$ cat config.mk
export PLATFORM = sky130hd
export DESIGN_NAME = dpa_queue
export DESIGN_NICKNAME = d
export VERILOG_FILES = /design/src/hdl/dpa_pkg.sv /design/src/hdl/dpa_queue.sv
export SDC_FILE = /design/constraint.sdc
export NUM_CORES = 1
export LEC_CHECK = 0
export BUFFER_PORTS_ARGS = -buffer_cell sky130_fd_sc_hd__buf_2
export CAP_MARGIN = 5
export CORE_UTILIZATION = 52
export DETAILED_ROUTE_END_ITERATION = 10
export PLACE_DENSITY = 0.8
export SETUP_SLACK_MARGIN = 0.05
export SYNTH_ARGS = -nofsm -noshare
export SYNTH_HDL_FRONTEND = slang
export SYNTH_SLANG_ARGS = --single-unit
$ cat constraint.sdc
create_clock -name clk -period 11.2 [get_ports clk]
set_input_delay 2.24 -clock clk [delete_from_list [all_inputs] [get_ports clk]]
set_output_delay 2.24 -clock clk [all_outputs]
set_load 0.02 [all_outputs]
$ cat src/hdl/dpa_pkg.sv
// ----------------------------------------------------------------------------
// dpa_pkg
// Shared types and constants for the demand paging page allocator.
// ----------------------------------------------------------------------------
`default_nettype none

package dpa_pkg;

	// defaults for the top level parameters
	localparam int PHYS_PAGES_DEF = 1024;
	localparam int VADDR_BITS_DEF = 48;

	// fixed field widths
	localparam int VA_W       = 48;
	localparam int SIZE_W     = 32;
	localparam int FREE_W     = 11;
	localparam int LG_W       = 5;
	localparam int CNT_REG_W  = 11;
	localparam int CFG_IDX_W  = 2;
	localparam int CFG_DATA_W = 11;

	// page size limits
	localparam int LG_MIN = 6;
	localparam int LG_MAX = 30;

	// internal widths sized for the widest parameter values
	localparam int WIDE_W    = 64;
	localparam int VPN_MAX_W = WIDE_W - LG_MIN;
	localparam int OFF_W     = LG_MAX;
	localparam int NP_W      = SIZE_W + 1 - LG_MIN;
	localparam int EFF_CNT_W = 17;

	// defaults after reset
	localparam logic [LG_W-1:0]      LG_RST  = LG_W'(12);
	localparam logic [CNT_REG_W-1:0] CNT_RST = CNT_REG_W'(1024);

	// request codes
	localparam logic REQ_ALLOC = 1'b0;
	localparam logic REQ_TRANS = 1'b1;

	// work queue depth
	localparam int QDEPTH = 2;

	typedef enum logic [CFG_IDX_W-1:0] {
		CFG_XLATE_EN   = 2'd0,
		CFG_PAGE_LOG2  = 2'd1,
		CFG_PAGE_COUNT = 2'd2
	} cfg_idx_t;

	typedef enum logic [1:0] {
		JOB_ALLOC,
		JOB_PASS,
		JOB_TRANS
	} job_kind_t;

	typedef enum logic [2:0] {
		ST_IDLE,
		ST_APAGE,
		ST_SRD,
		ST_SCMP,
		ST_FIN
	} state_t;

	typedef struct packed {
		logic              req_type;
		logic [VA_W-1:0]   virt_addr;
		logic [SIZE_W-1:0] alloc_size;
	} in_t;

	typedef struct packed {
		logic [VA_W-1:0]   phys_addr;
		logic              status;
		logic              found_mapping;
		logic [FREE_W-1:0] free_pages_left;
	} out_t;

	// classified work for the back end
	typedef struct packed {
		job_kind_t            kind;
		logic [VA_W-1:0]      va;
		logic [VPN_MAX_W-1:0] vpn;
		logic [OFF_W-1:0]     offset;
		logic [NP_W-1:0]      npages;
	} job_t;

	// effective configuration
	typedef struct packed {
		logic                 xlate_en;
		logic [LG_W-1:0]      lg;
		logic [EFF_CNT_W-1:0] cnt;
	} cfg_t;

endpackage

`default_nettype wire

$ cat src/hdl/dpa_queue.sv
// ----------------------------------------------------------------------------
// dpa_queue
// Short job queue between the front and the back end.
// ----------------------------------------------------------------------------
`default_nettype none

module dpa_queue (
	input  wire             clk,
	input  wire             arst_n,
	input  wire             push,
	input  dpa_pkg::job_t   push_data,
	input  wire             pop,
	output logic            full,
	output logic            not_empty,
	output dpa_pkg::job_t   head
);

	localparam int PTR_W = (dpa_pkg::QDEPTH > 1) ? $clog2(dpa_pkg::QDEPTH) : 1;
	localparam int CNT_W = $clog2(dpa_pkg::QDEPTH + 1);

	dpa_pkg::job_t     store_q [dpa_pkg::QDEPTH];
	logic [PTR_W-1:0]  wr_ptr_q;
	logic [PTR_W-1:0]  rd_ptr_q;
	logic [CNT_W-1:0]  cnt_q;

	assign full      = (cnt_q == CNT_W'(dpa_pkg::QDEPTH));
	assign not_empty = (cnt_q != '0);
	assign head      = store_q[rd_ptr_q];

	// pointers and fill count
	always_ff @(posedge clk or negedge arst_n) begin
		if (!arst_n) begin
			wr_ptr_q <= '0;
			rd_ptr_q <= '0;
			cnt_q    <= '0;
		end else begin
			if (push) begin
				wr_ptr_q <= (wr_ptr_q == PTR_W'(dpa_pkg::QDEPTH - 1)) ? '0 : wr_ptr_q + 1'b1;
			end
			if (pop) begin
				rd_ptr_q <= (rd_ptr_q == PTR_W'(dpa_pkg::QDEPTH - 1)) ? '0 : rd_ptr_q + 1'b1;
			end
			if (push && !pop) begin
				cnt_q <= cnt_q + 1'b1;
			end else if (pop && !push) begin
				cnt_q <= cnt_q - 1'b1;
			end
		end
	end

	// job storage
	always_ff @(posedge clk) begin
		if (push) begin
			store_q[wr_ptr_q] <= push_data;
		end
	end

endmodule

`default_nettype wire

After elaboration in Yosys (flattened, before gate mapping)
Memories as Yosys holds them, arrays and structs flattened.
Index checks and enable logic that the tools add are counted.
{ "word_totals": {"regBits": 4, "latch_bits": 0, "ramBits": 330, "romBits": 0, "inputBits": 169, "out_inout_bits": 167, "wordCells": 21, "memories": 1} }
{ "classes": {"addsub": 4, "mul": 0, "div_mod_pow": 0, "order_cmp": 0, "n_eq_ne": 1, "shifts": 0, "mux": 6, "n_bitwise": 0, "n_reduce_logical": 6} }
{ "memory_table": {"columns": ["memory", "depth", "width", "read_ports", "rd_ports_with_merged_regs", "wr", "line", "rtl"], "rows": [
  ["store_q", 2, 165, 1, 0, 1, "dpa_queue.sv:21", "dpa_pkg::job_t store_q [dpa_pkg::QDEPTH];"]
]} }
{ "op_table": {"columns": ["op", "n"], "rows": [
  ["$mux 1", 4],
  ["$mux 2", 2],
  ["$reduce_bool 2->1", 2],
  ["$add 1x1->1 const B", 2],
  ["$add 2x1->2 const B", 1],
  ["$eq 2x2->1 const B", 1],
  ["$logic_and 1x1->1", 2],
  ["$logic_not 1->1", 2],
  ["$sub 2x1->2 const B", 1]
]} }

Depth between registers and ports, before layout
Gate-level depths: netlist of the first run.
{ "depth": {"depth_word": 4, "depth_mapped": 5, "depth_no_buf": 5} }

Worst setup path before layout of the first run
Ideal clock, no wire load.
{ "synth_path": {"path_type": "input -> register", "start": "in push", "end": "mem store_q[0][0] (netlist name) (enable)", "setup_time_ps": 712, "arrival_ps": 9369, "required_ps": 10488, "slack_ps": 1120, "stages": 1, "n_path_buf": 0, "cell_sequence": "nor2b_1"} }
{ "synth_between": {"elab_chain_len": 2} }
{ "synth_lines": {"columns": ["element", "line", "rtl"], "rows": [
  ["from (decl)", "dpa_queue.sv:10", "input wire push,"],
  ["$mux 1", "dpa_queue.sv:53", "if (push) begin"],
  ["$mux 1 (not written as such)", "dpa_queue.sv:54", "store_q[wr_ptr_q] <= push_data;"],
  ["to (decl)", "dpa_queue.sv:21", null]
]} }
Every way passes these cells.

==> results of run 1 <==
==> registers in the layout, summed over array words and instances (netlist names) <==
register / cells
cnt_q: 2
rd_ptr_q: 1
store_q: 330
wr_ptr_q: 1
==> through the flow <==
step	utilization (%)	std cells	area, um^2
detailed placement	61.83	1165	14080
global placement	61.83	1165	14080
CTS	66.56	1225	15160
floorplan	-	529	12140
finish	66.58	1227	15170
global route	66.57	1226	15160
==> cell usage in the layout (no fill, tap or decap), drive strengths merged <==
cell type and instances:
xnor2 1, bufinv 1, clkinvlp 1, diode 2, mux2 165, ha 1, nor2 1, clkbuf 50
xor2 4, buf 341, clkinv 8, inv 1, dfrtp 4, nor2b 2, or2 1, edfxtp 330
and2 1
==> kinds of logic (layout without fill, tap and decap cells) <==
logic type,after synthesis,in the layout,synth area share [%]
flops,334,334,82.46
mux,165,165,15.31
buf+inv,19,402,1.536
xor+xnor,5,5,0.3607
simple gates,5,5,0.2371
fa+ha+maj,1,1,0.1031
other cells,0,2,0
==> worst max-delay path: cells and delay by family (launching register included) <==
kind                   cells  cell delay (ns)
buffers and inverters      2             0.94
flip-flops                 1             0.61
multiplexers               1             0.46
==> layout make-up <==
class	instances	area (um^2)
clock inverter	10	72.57
fill	1556	7612
tap	313	391.6
inverter	1	3.754
timing repair buffer	341	1722
antenna	2	5.005
clock buffer	50	1005
multi-input combinational	176	1953
sequential	334	10010
==> routing by layer <==
layer | routed length, um | part of all wire [%] | up-vias | GRT usage (%)
li1 | - | - | 2834 | -
met1 | 8370 | 37 | 2950 | 20.17
met2 | 11760 | 52 | 243 | 32.86
met3 | 1962 | 8.7 | 49 | 6.809
met4 | 559 | 2.5 | 2 | 7.025
met5 | 15 | 0.066 | - | 0
==> final timing paths <==
path	start	end	cells after the start
max in group asynchronous	arst_n	rd_ptr_q$_DFFE_PN0P_	1
max	rd_ptr_q$_DFFE_PN0P_	head[4]	3
max reg2reg	wr_ptr_q$_DFFE_PN0P_	store_q[1][15]$_DFFE_PP_	3
min reg2reg	cnt_q[1]$_DFFE_PN0P_	cnt_q[1]$_DFFE_PN0P_	1
min in group asynchronous	arst_n	cnt_q[1]$_DFFE_PN0P_	1
min	cnt_q[1]$_DFFE_PN0P_	cnt_q[1]$_DFFE_PN0P_	1
==> where the power goes <==
group / total [mW] / leakage (nW) / switching [mW] / internal (mW)
logic: 1.24 / 2.05 / 0.766 / 0.476
clock network: 1.07 / 0.526 / 0.427 / 0.644
registers: 1.73 / 3.14 / 0.0663 / 1.66
==> insert_results.sql, run 1 <==
INSERT INTO impl_metrics (metric_group, metric, value, unit) VALUES
('worst_setup_path', 'critical-path-max-stage-delay', '0.77', 'ns'),
('finish', 'final_layout_size_suffix_gt1_share', '60.96', '%'),
('floorplanning', 'die_x', '154.8', 'um'),
('grt', 'grt_overflow', '0', ''),
('sta', 'postLayoutSetupSlackWorst', '6.376', 'ns'),
('finish', 'flow.area_growth_from_synthesis', '24.93', '%'),
('sta', 'max_freq', '0.2073', 'GHz'),
('clocking', 'tritoncts', 'done', ''),
('power', 'total_leakage_power', '5.715', 'nW'),
('synth', 'yosys_warnings', '0', ''),
('run', 'max_cap_violations', '0', ''),
('sta', 'slew_violations', '0', ''),
('floorplanning', 'starting_density_of_the_core', '53.29', '%'),
('synth', 'syn_inst', '529', ''),
('floorplanning', 'fp.dieH', '154.8', 'um'),
('place', 'port_buffers', '335', ''),
('power', 'power.density_cell_area', '266.6', 'nW/um^2'),
('clocking', 'cts_inserted_buffers', '34', ''),
('synth', 'yosysTopAreaCell', 'sky130_fd_sc_hd__edfxtp_1', ''),
('synth', 'netlist-cell-type-count', '14', ''),
('power', 'peak_supply_drop', '207.4', 'uV'),
('worst_setup_path', 'start_kind', 'flop', ''),
('finish', 'finalNetCount', '1058', ''),
('synth', 'ys_top_cells_by_count', 'sky130_fd_sc_hd__edfxtp_1 (330), sky130_fd_sc_hd__mux2_2 (165), sky130_fd_sc_hd__buf_6 (14)', ''),
('sta', 'skew', '0.01497', 'ns'),
('floorplanning', 'num_io_pins', '336', ''),
('synth', 'synth-edff-count', '330', ''),
('worst_setup_path', 'critPathSlowestCell', 'sky130_fd_sc_hd__buf_4', ''),
('worst_setup_path', 'cell_breakdown_of_the_critical_path', 'buf_4, mux2_2, buf_2', ''),
('grt', 'grt.total_usage', '18.51', '%'),
('hold_path', 'hold_path.class', 'reg -> reg', ''),
('route', 'drt_wl_total', '22.67', 'mm'),
('sta', 'setup_total_negative_slack', '0', 'ns'),
('sta', 'worst-slew-pin-transition', '1.105', 'ns'),
('route', 'drc', '0', ''),
('floorplanning', 'die_area', '23960', 'um^2'),
('worst_setup_path', 'cp-end-kind', 'output port', ''),
('route', 'drt-pass1-iter-count', '4', ''),
('sta', 'grt_setup_unrepaired', 'false', ''),
('clocking', 'cts_resized', '0', ''),
('sta', 'post-route-period-util', '43.07', '%'),
('clocking', 'cts_num_sinks', '334', ''),
('synth', 'seq_area_frac_synth', '82.46', '%'),
('worst_setup_path', 'data_arrival_at_the_endpoint_of_the_critical_path', '2.58', 'ns'),
('place', 'gp_routability_congestion', '0.7376', ''),
('synth', 'synth_seq_cells', '334', ''),
('clocking', 'clock_path_buffers', '3', ''),
('synth', 'syn_area', '12140', 'um^2'),
('place', 'hpwl', '14.74', 'mm'),
('sta', 'slew-limit-headroom', '26.36', '%'),
('sta', 'fin_worst_hold_slack', '0.4927', 'ns'),
('clocking', 'cts-root-buf', 'sky130_fd_sc_hd__clkbuf_16', ''),
('route', 'route.detailed.wl_per_inst', '18.47', 'um'),
('synth', 'synthesis.area_per_instance', '22.95', 'um^2'),
('clocking', 'clk_latency', '0.50', 'ns'),
('route', 'vias_per_cell', '4.954', ''),
('worst_setup_path', 'setup.worst_path.class', 'reg -> out', ''),
('grt', 'grt_start_max_net_pins', '81', ''),
('power', 'fin_total_pwr', '4.042', 'mW'),
('route', 'drt_first_iter_violations', '264', ''),
('worst_setup_path', 'worst-path-max-fanout', '70', ''),
('floorplanning', 'core_area', '22780', 'um^2'),
('route', 'final_antenna_net_count', '0', ''),
('sta', 'final.min_clock_period', '4.824', 'ns'),
('clocking', 'post_cts_buffers', '0', ''),
('sta', 'final-hold-violation-count', '0', ''),
('grt', 'grt_antenna_before_repair', '3', ''),
('run_status', 'run_status', 'completed', ''),
('synth', 'mappedNetlistNets', '699', ''),
('sta', 'setup_viol', '0', ''),
('grt', 'first_global_vias', '6337', '');
(Power assumes the default switching activity.)
==> inputs of run 2 (changes only) <==
ABC_AREA = 1   (was unset)
CORE_UTILIZATION = 47   (was 52)
PLACE_DENSITY = 0.77   (was 0.8)
clock period = 4.3 ns   (was 11.2 ns; I/O delays follow)
==> run 2 against run 1 <==
Final area up 0.92%. Routed wire length grew 1.8%. Count of clock-buffer cells in the layout decreased by 9. Largest power group unchanged. Highest routed layer unchanged.
==> insert_results.sql, run 2 <==
INSERT INTO impl_metrics (metric_group, metric, value, unit) VALUES
('run_status', 'run_status', 'completed', ''),
('floorplanning', 'die_area', '26510', 'um^2'),
('synth', 'post_synth_and_or_nand_nor_area_fraction', '0.3396', '%'),
('synth', 'yosysTopAreaCell', 'sky130_fd_sc_hd__edfxtp_1', ''),
('synth', 'combinational_family_with_the_most_area_after_synthesis', 'multiplexers', ''),
('floorplanning', 'die_x', '162.8', 'um'),
('power', 'power.density_cell_area', '689.5', 'nW/um^2'),
('power', 'total_leakage_power', '5.785', 'nW'),
('finish', 'top_register', 'store_q', ''),
('hold_path', 'hold_path.class', 'in -> async', ''),
('synth', 'synthTopCellsByArea', 'sky130_fd_sc_hd__edfxtp_1 (82%), sky130_fd_sc_hd__mux2_2 (15%), sky130_fd_sc_hd__buf_6 (1.3%)', ''),
('floorplanning', 'rows', '58', ''),
('synth', 'netlist-cell-type-count', '14', ''),
('sta', 'fin_worst_hold_slack', '0.1682', 'ns'),
('grt', 'grt_first_pass_wirelength', '34.48', 'mm'),
('finish', 'largest_register_ff_count', '330', ''),
('finish', 'final_common_cell', 'sky130_fd_sc_hd__buf_2', ''),
('finish', 'final_layout_size_suffix_gt1_share', '60.52', '%'),
('synth', 'compound_gate_fraction_of_synth_area', '0', '%'),
('clocking', 'clock_path_buffers', '3', ''),
('synth', 'syn_inst', '538', ''),
('synth', 'post_synth_xor_area_fraction', '0.2161', '%'),
('synth', 'ys_top_cells_by_count', 'sky130_fd_sc_hd__edfxtp_1 (330), sky130_fd_sc_hd__mux2_2 (165), sky130_fd_sc_hd__buf_6 (14)', ''),
('place', 'hpwl', '15.45', 'mm'),
('synth', 'synthesis.area_per_instance', '22.60', 'um^2'),
('route', 'total_vias_in_the_final_route', '6185', ''),
('clocking', 'post_cts_buffers', '0', ''),
('finish', 'post_layout_nonfiller_instances', '1259', ''),
('route', 'drt_first_iter_violations', '341', ''),
('synth', 'asyncSetResetFlopFracSynth', '1.198', '%'),
('synth', 'yosys_warnings', '0', ''),
('sta', 'worst-slew-pin-transition', '0.7618', 'ns'),
('route', 'drt-pass1-iter-count', '4', ''),
('clocking', 'cts_hold_buffers', '0', ''),
('sta', 'slew-limit-headroom', '49.10', '%'),
('grt', 'grt_overflow', '0', ''),
('sta', 'final.min_clock_period', '3.171', 'ns'),
('clocking', 'cts_num_sinks', '334', ''),
('grt', 'grt_antenna_before_repair', '3', ''),
('grt', 'grt_start_max_net_pins', '89', ''),
('clocking', 'h-tree-depth', '2', ''),
('synth', 'muxShareOfSynthArea', '15.28', '%'),
('place', 'dpl-instance-area', '14240', 'um^2'),
('synth', 'synth-edff-count', '330', ''),
('finish', 'largest_registers', 'store_q x330, cnt_q x2', ''),
('grt', 'grt.total_usage', '17.05', '%'),
('sta', 'setup_viol', '0', ''),
('worst_setup_path', 'critical-path-max-stage-delay', '0.91', 'ns'),
('synth', 'yosys.cell_count.top_type', 'sky130_fd_sc_hd__edfxtp_1', ''),
('synth', 'yosys_most_used_dff', 'sky130_fd_sc_hd__edfxtp_1', ''),
('clocking', 'clk_latency', '0.49', 'ns'),
('run', 'max_cap_violations', '0', ''),
('floorplanning', 'core_area', '25250', 'um^2'),
('worst_setup_path', 'cp-end-kind', 'output port', ''),
('sta', 'final-hold-violation-count', '0', ''),
('route', 'route.detailed.wl_per_inst', '18.33', 'um'),
('clocking', 'cts-root-buf', 'sky130_fd_sc_hd__clkbuf_16', ''),
('sta', 'grt_setup_unrepaired', 'false', ''),
('synth', 'adder_cell_share_of_the_synthesized_area', '0.1029', '%'),
('finish', 'finalNetCount', '1073', ''),
('synth', 'mappedNetlistNets', '708', ''),
('clocking', 'cts_resized', '0', ''),
('synth', 'seq_area_frac_synth', '82.34', '%'),
('floorplanning', 'fp.dieH', '162.8', 'um'),
('route', 'drc', '0', ''),
('finish', 'flow.area_growth_from_synthesis', '25.90', '%'),
('worst_setup_path', 'setup.worst_path.class', 'reg -> out', ''),
('sta', 'post-route-period-util', '73.75', '%'),
('synth', 'synth_seq_cells', '334', ''),
('place', 'port_buffers', '335', ''),
('sta', 'max_freq', '0.3153', 'GHz'),
('place', 'placedCellCount', '1197', ''),
('synth', 'yosysTopAreaCellShare', '81.52', '%'),
('worst_setup_path', 'crit_required', '3.44', 'ns'),
('sta', 'slew_violations', '0', ''),
('sta', 'skew', '0.01678', 'ns'),
('sta', 'setup_total_negative_slack', '0', 'ns'),
('place', 'gp_routability_congestion', '0.7828', ''),
('clocking', 'tritoncts', 'done', ''),
('grt', 'first_global_vias', '6541', ''),
('worst_setup_path', 'cell_breakdown_of_the_critical_path', 'buf_12, mux2_2, buf_2', ''),
('worst_setup_path', 'critPathSlowestCell', 'sky130_fd_sc_hd__dfrtp_4', ''),
('route', 'final_antenna_net_count', '0', ''),
('worst_setup_path', 'start_kind', 'flop', ''),
('synth', 'syn_area', '12160', 'um^2'),
('floorplanning', 'num_io_pins', '336', ''),
('worst_setup_path', 'worst-path-max-fanout', '51', ''),
('clocking', 'cts_inserted_buffers', '34', ''),
('worst_setup_path', 'data_arrival_at_the_endpoint_of_the_critical_path', '2.31', 'ns'),
('power', 'peak_supply_drop', '495.5', 'uV'),
('floorplanning', 'starting_density_of_the_core', '48.14', '%'),
('finish', 'layout_common_cells', 'sky130_fd_sc_hd__buf_2 (335), sky130_fd_sc_hd__edfxtp_1 (330), sky130_fd_sc_hd__mux2_2 (165)', ''),
('route', 'drt_wl_total', '23.08', 'mm'),
('clocking', 'cts.reportedPaths.clkPinSlew', '0.06', 'ns'),
('route', 'vias_per_cell', '4.913', ''),
('finish', 'finalInstanceArea', '15300', 'um^2');
-- run 2: changes by cell type in the layout (fill, tap and decap cells not counted), sizes merged --
cell | previous run | this run
nand4 | 0 | 1
buf | 341 | 347
clkbuf | 50 | 41
and2 | 1 | 0
nand3 | 0 | 1
or2 | 1 | 0
nor2b | 2 | 0
nor2 | 1 | 2
inv | 1 | 6
clkinv | 8 | 18
xor2 | 4 | 2
nand2 | 0 | 6
-- run 2: power breakdown --
group	switching, mW	leakage, nW	internal (mW)
Clock	1.13	0.522	1.62
Combinational	1.95	2.12	1.31
Sequential	0.236	3.14	4.32
-- run 2: metal layers --
metal / global-route usage [%] / wire (um) / vias to the layer above
met2: 29.92 / 12020 / 234
met3: 5.551 / 2035 / 38
met5: 0 / 13 / -
met4: 5.777 / 443 / 2
met1: 19.53 / 8572 / 3036
li1: - / - / 2875
-- run 2: worst max-delay path: cells and delay by family, from the launching register on --
kind	cells	cell delay (ns)
DFF	1	0.91
muxes	1	0.38
buffers and inverters	2	0.48
-- run 2: worst paths after layout --
| check | start | endpoint | slack [ns] | cells past startpoint |
|---|---|---|---|---|
| worst min-delay path | arst_n | rd_ptr_q$_DFFE_PN0P_ | 0.17 | 1 |
| max in group asynchronous | arst_n | rd_ptr_q$_DFFE_PN0P_ | 3.98 | 1 |
| worst max register to register | wr_ptr_q$_DFFE_PN0P_ | store_q[0][150]$_DFFE_PP_ | 2.46 | 2 |
| worst max-delay path | rd_ptr_q$_DFFE_PN0P_ | head[150] | 1.13 | 3 |
| worst min register to register | cnt_q[1]$_DFFE_PN0P_ | cnt_q[1]$_DFFE_PN0P_ | 0.48 | 2 |
| min in group clk | cnt_q[1]$_DFFE_PN0P_ | cnt_q[1]$_DFFE_PN0P_ | 0.48 | 2 |
-- run 2: logic make-up after synthesis --
kind of cell | Yosys count
adder cells (fa/ha/maj) | 1
AND/OR/NAND/NOR | 10
XOR/XNOR | 3
buffers and inverters | 25
multiplexers | 165
flip-flops | 334
-- run 2: stage by stage --
stage / util (%) / total power, mW / setup WS [ns]
after floorplan: - / 6.922 / 0.5130
after CTS: 60.58 / 10.69 / 1.088
after global routing: 60.60 / 11.02 / 1.016
after global placement: 56.40 / 7.849 / 1.624
final: 60.60 / 10.55 / 1.129
after detailed placement: 56.40 / 7.912 / 1.643
-- run 2: final cells by class --
type,count,area [um^2]
Inverter,7,30.03
Fill cell,1877,9950
Sequential cell,334,10010
Clock inverter,19,115.1
Antenna cell,2,5.005
Tap cell,330,412.9
Multi-Input combinational cell,179,1946
Timing Repair Buffer,347,1842
Clock buffer,41,940.9
